## src/hdl/page_table_manager_top_macros.svh

```systemverilog
// Assertion macros shared by the page table manager RTL.
// Depends on a clock named clk and a reset named rst in the including module.
`ifndef PAGE_TABLE_MANAGER_TOP_MACROS_SVH
`define PAGE_TABLE_MANAGER_TOP_MACROS_SVH

// Check a property on every clock edge outside reset.
`define PTM_ASSERT(lbl, prop, msg) \
  lbl: assert property (@(posedge clk) disable iff (rst) prop) else $error(msg);

// Check a property on every clock edge, reset included.
`define PTM_ASSERT_ALWAYS(lbl, prop, msg) \
  lbl: assert property (@(posedge clk) prop) else $error(msg);

`endif

```

## src/hdl/ptm_pkg.sv

```systemverilog
// Types, constants and codes of the page table manager.
// Used by every module of the block; depends on nothing.
package ptm_pkg;

  localparam int PAGE_SIZE    = 4096;
  localparam int PAGE_BITS    = $clog2(PAGE_SIZE);
  localparam int ADDR_W       = 32;
  localparam int VPN_W        = ADDR_W - PAGE_BITS;
  localparam int PROCESSES    = 16;
  localparam int PID_W        = (PROCESSES > 1) ? $clog2(PROCESSES) : 1;
  localparam int ENTRIES      = 128;
  localparam int SLOT_W       = (ENTRIES > 1) ? $clog2(ENTRIES) : 1;
  localparam int CNT_W        = $clog2(ENTRIES + 1);
  localparam int MEM_AW       = PID_W + SLOT_W;
  localparam int MEM_DEPTH    = PROCESSES << SLOT_W;
  localparam int FRAME_STRIDE = 32'h0010_0000;
  localparam int FRAME_PAGES  = FRAME_STRIDE / PAGE_SIZE;

  localparam logic [2:0] MODE_ALLOC   = 3'd0;
  localparam logic [2:0] MODE_FREE    = 3'd1;
  localparam logic [2:0] MODE_FAULT   = 3'd2;
  localparam logic [2:0] MODE_MAP     = 3'd3;
  localparam logic [2:0] MODE_PROTECT = 3'd4;
  localparam logic [2:0] MODE_XLATE   = 3'd5;

  localparam logic [2:0] ST_OK      = 3'd0;
  localparam logic [2:0] ST_BAD     = 3'd1;
  localparam logic [2:0] ST_ROOM    = 3'd2;
  localparam logic [2:0] ST_ABSENT  = 3'd3;
  localparam logic [2:0] ST_OVERLAP = 3'd4;
  localparam logic [2:0] ST_WDENY   = 3'd5;
  localparam logic [2:0] ST_UDENY   = 3'd6;

  typedef struct packed {
    logic [2:0]  mode;
    logic [7:0]  proc_id;
    logic [31:0] virt_addr;
    logic [31:0] byte_count;
    logic [31:0] phys_in;
    logic [1:0]  page_flags;
    logic        is_write;
    logic        is_user;
  } cmd_t;

  typedef struct packed {
    logic [2:0]  status;
    logic [31:0] phys_out;
  } rsp_t;

  typedef struct packed {
    logic [VPN_W-1:0] vpage;
    logic [VPN_W-1:0] ppage;
    logic [1:0]       flags;
    logic             present;
  } pte_t;

  typedef struct packed {
    logic              we;
    logic [MEM_AW-1:0] waddr;
    pte_t              wdata;
    logic              re;
    logic [MEM_AW-1:0] raddr;
  } mem_req_t;

  typedef enum logic [1:0] {
    CMP_EQ    = 2'd0,
    CMP_RANGE = 2'd1,
    CMP_SPAN  = 2'd2
  } cmp_op_t;

endpackage

```

## src/hdl/ptm_cmp.sv

```systemverilog
// Shared entry comparator: exact page match, page window, or address span.
// Depends on ptm_pkg.
module ptm_cmp
  import ptm_pkg::*;
(
  input  cmp_op_t          op,
  input  logic [VPN_W-1:0] epage,
  input  logic [VPN_W-1:0] key,
  input  logic [CNT_W-1:0] span,
  input  logic [31:0]      lo,
  input  logic [31:0]      hi,
  output logic             hit
);

  logic [VPN_W-1:0] diff;
  logic [31:0]      eaddr;

  assign diff  = epage - key;
  assign eaddr = {epage, {PAGE_BITS{1'b0}}};

  always_comb begin
    case (op)
      CMP_EQ:    hit = (epage == key);
      CMP_RANGE: hit = (diff < VPN_W'(span));
      CMP_SPAN:  hit = (eaddr >= lo) && (eaddr < hi);
      default:   hit = 1'b0;
    endcase
  end

endmodule

```

## config.mk

```make
export PLATFORM = sky130hd
export DESIGN_NAME = ptm_cmp
export DESIGN_NICKNAME = d
export VERILOG_FILES = /design/src/hdl/page_table_manager_top_macros.svh /design/src/hdl/ptm_pkg.sv /design/src/hdl/ptm_cmp.sv
export SDC_FILE = /design/constraint.sdc
export NUM_CORES = 1
export LEC_CHECK = 0
export BUFFER_PORTS_ARGS = -buffer_cell sky130_fd_sc_hd__buf_2
export CAP_MARGIN = 20
export CORE_MARGIN = 1
export CORE_UTILIZATION = 30
export DETAILED_ROUTE_END_ITERATION = 6
export GPL_ROUTABILITY_DRIVEN = 0
export GPL_TIMING_DRIVEN = 0
export SYNTH_ARGS = -nofsm -noshare
export SYNTH_HDL_FRONTEND = slang
export SYNTH_SLANG_ARGS = --single-unit
```

## constraint.sdc

```tcl
create_clock -name vclk -period 6.2
set_clock_uncertainty 0.1 [all_clocks]
set_input_delay 0 -clock vclk [all_inputs]
set_output_delay 0 -clock vclk [all_outputs]
set_load 0.1 [all_outputs]
```

# [Word-level counts from Yosys, hierarchy flattened]
# Cells that the tools add are included.
[word_totals] register_bits=0 inputBits=114
[classes] add_sub_neg=1 magnitude_cmp=3 eq_ne=3 n_mux=1 reduce_logical=2
[op_table] op="$ge 32x32->1" n=1
[op_table] op="$lt 32x32->1" n=1
[op_table] op="$eq 20x20->1" n=1
[op_table] op="$lt 20x8->1" n=1
[op_table] op="$sub 20x20->20" n=1
[op_table] op="$pmux 1 s3" n=1
[op_table] op="$eq 2x1->1 const B" n=1
[op_table] op="$eq 2x2->1 const B" n=1
[op_table] op="$logic_not 2->1" n=1
[op_table] op="$logic_and 1x1->1" n=1

# [Depth between registers and ports, before layout]
[logic_depth] ltp_word=3 ltp_mapped=16 mapped_depth_nobuf=16

# [Least setup slack after synthesis]
# No wires, ideal clock.
[synth_timing] path_kind="in2out" startpoint="in key[1]" endpoint="out hit" arrival_time_ns=3.983 required_ns=6.100 setup_slack_ns=2.117 cell_stages=16 path_cell_list="inv_1 -> ha_1 -> nor2b_1 -> o2111ai_1 -> nand3_1 -> a21o_1 -> a21oi_1 -> xnor2_1 -> ha_1 -> nor4b_1 -> o21ai_1 -> a2111oi_2 -> o221ai_1 -> nor4_1 -> nand4_1 -> o31ai_2"
[synth_via] elab_chain_len=3
[synth_rtl] item="start, declared" line="ptm_cmp.sv:8" source="input logic [VPN_W-1:0] key,"
[synth_rtl] item="$sub 20x20->20" line="ptm_cmp.sv:18" source="assign diff = epage - key;"
[synth_rtl] item="$lt 20x8->1" line="ptm_cmp.sv:24" source="CMP_RANGE: hit = (diff < VPN_W'(span));"
[synth_rtl] item="$pmux 1 s3 *" line="ptm_cmp.sv:22" source="case (op)"
[synth_rtl] item="end, declared" line="ptm_cmp.sv:12" source="output logic hit"
# Every way passes the cells marked *; elsewhere a longest branch is shown, timed or not.

# [Worst setup path after layout]
[layout_timing] startpoint="in epage[1]" endpoint="out hit"
[layout_via] elab_chain_len=3
[layout_rtl] item="start, declared" line="ptm_cmp.sv:7" source="input logic [VPN_W-1:0] epage,"
[layout_rtl] item="$sub 20x20->20 (tied with other cells)" line="ptm_cmp.sv:18"
[layout_rtl] item="$lt 20x8->1 / $logic_and 1x1->1 (equally long branches)" line="ptm_cmp.sv:24, ptm_cmp.sv:25"
[layout_rtl] item="$pmux 1 s3 *" line="ptm_cmp.sv:22"
# Marks and branches as above.

==> reports/metrics.yaml <==
run_status:
  outcome: "finished clean"
routing:
  via_per_inst: 4.97
  wl_um: 6840
  first_pass_iters: 4
  remaining_drc_errors: 0
  final_antenna_net_count: 0
  drtIter0Drc: 120
  vias: 2726
  wire_per_inst_um: 12.5
finish:
  nClkBuffers: 0
  drive_above_1_share: 0.278
  syn2layout_area_growth_pct: 29.8
  layout.nets: 633
  seq_cells: 0
  multi_input_comb_area_um2: 2040
  num_antenna_cells: 0
  fillers: 794
  seq_area_um2: 0
sta:
  worst_hold_slack_ps: 450
  finalCritPeriodShare: 0.612
  rsz0062_at_grt: "false"
  hold_violations: 0
  final_max_slew_viol_count: 0
  period_needed_ps: 3800
  timing.final.ws_setup_ps: 2400
  setup_viol: 0
  tightest_slew_ps: 629
  fin_setup_tns_ps: 0
  maxSlewHeadroom: 0.570
  max_freq_mhz: 263
synth:
  synth_top_area_frac: 0.352
  synth.avg_cell_area_um2: 7.00
  synthTopCellsByArea: "ha_1, inv_1, a21oi_1"
  syn_area_um2: 2340
  synth.yosys.warnings: 0
  ys_top_cells_by_count: "inv_1, ha_1, a21oi_1, o21ai_0, nand2_1"
  synth_most_common_cell: "inv_1"
  yosysSeqAreaShare: 0
  syn_inst: 335
  synth_top_cell_by_area: "ha_1"
  syn_nets: 516
  synthDistinctLibCells: 48
worst_hold_path:
  hold_path_class: "primary input to output port"
setup_path:
  crit_slowest_cell: "buf_2"
  path_buf_inv: 2
  path_class: "primary input to output port"
  startpoint_type: "primary input"
  critPathCaptureType: "output port"
  path_cells: "buf_2, ha_1, nor2b_1, o2111ai_1, nand3_1, a21o_1, a21oi_1, xnor2_1, ha_1, nor4b_1, o21ai_1, a2111oi_2, o221ai_1, nor4_1, nand4_1, o31ai_2, buf_2"
  path_max_fanout: 4
  cp.arrival_ps: 3700
  cp.required_ps: 6100
  slowest_delay_ps: 460
  critPathTopFamily: "compound AO/OA/AOI/OAI gates"
power_and_ir_drop:
  p_clk_frac: 0
  seq_power_share: 0
  vdd.ir_drop.worst_mv: 0.0188
  p_int_w: 0.000111
  leakage_nw: 1.75
  swShare: 0.537
  p_per_area_nw_per_um2: 79.1
  combPwrFrac: 1.000
  switchingPower_w: 0.000129
clocking:
  cts_resized: 0
  post_cts_buffers: 0
  cts.hold.buffers_added: 0
global_route:
  grt_use_met3: 0.0101
  grt_max_degree: 11
  grt.overflow.total: 0
  grt_pass1_vias: 2554
  grt_busiest_layer: "met2"
  grt_pass1_wl_um: 11500
  met2_usage: 0.288
  grt_use_total: 0.164
  grt.met1_usage: 0.226
  antenna_found_initial: 0
placement:
  hpwl_um: 6180
  dp_slack_ps: 2410
  port_buffers: 115
floorplan:
  initial_core_util: 0.317
  die_y_um: 90.4
  die_x_um: 90.4
  io_pins: 115
  rows: 31
  die_area_um2: 8170
  core-area_um2: 7410
job:
  drv_cap: 0
stage by stage:
step / instance area [um^2] / std cells / utilization / power [W]
5_1_grt: 3040 / 549 / 0.411 / 0.000276
4_1_cts: 3040 / 549 / 0.411 / 0.000242
3_3_place_gp: 3040 / 549 / 0.411 / 0.000234
6_report: 3040 / 549 / 0.411 / 0.000241
3_5_place_dp: 3040 / 549 / 0.411 / 0.000240
2_1_floorplan: 2340 / 335 / - / 0.000160
worst min-delay path: cells and delay by family:
| family | cells | cell delay, ps |
|---|---|---|
| AO/OA/AOI/OAI | 2 | 170 |
| buffers and inverters | 2 | 360 |
area by class of cell:
cell class                      instances  area share
Buffer                                  7      0.0119
Multi-Input combinational cell        257       0.671
Tap cell                               99      0.0407
Timing Repair Buffer                  115       0.189
Inverter                               71      0.0875
cells by family (layout without fill, tap and decap cells):
kind of cell	Yosys count	after routing	share of synthesized area
xor+xnor	12	12	0.0448
mux	2	2	0.00907
compound gates	94	94	0.267
buf+inv	78	193	0.129
fa+ha+maj	67	67	0.361
simple gates	82	82	0.189
metal layers:
| metal | part of all wire | vias to the layer above | wire [um] |
|---|---|---|---|
| li1 | - | 1446 | - |
| met1 | 0.47 | 1210 | 3210 |
| met2 | 0.48 | 62 | 3310 |
| met3 | 0.040 | 8 | 275 |
| met4 | 0.0075 | 0 | 51 |
| met5 | 0 | - | 0 |
cell usage in the layout, fill, tap and decap left out, types with 4 or more instances in the layout:
cell type	instances
a21o_1	13
a21oi_1	28
buf_2	117
clkbuf_1	4
ha_1	66
inv_1	71
nand2_1	17
nand3_1	11
nand4_1	14
nor2_1	11
nor3_1	5
nor4_1	7
o21a_1	7
o21ai_0	18
xnor2_1	7
xor2_1	5
power groups by stage:
| stage | registers, W | clock network, W | logic [W] |
|---|---|---|---|
| 5_1_grt | 0 | 0 | 0.000276 |
| 4_1_cts | 0 | 0 | 0.000242 |
| 2_1_floorplan | 0 | 0 | 0.000160 |
| 3_3_place_gp | 0 | 0 | 0.000234 |
| 6_report | 0 | 0 | 0.000241 |
| 3_5_place_dp | 0 | 0 | 0.000240 |
worst paths after layout:
check | start | to | slack (ps) | cells after the start
setup / recovery | epage[1] | hit | 2400 | 17
hold / removal | op[0] | hit | 450 | 4
(Power assumes the default switching activity.)
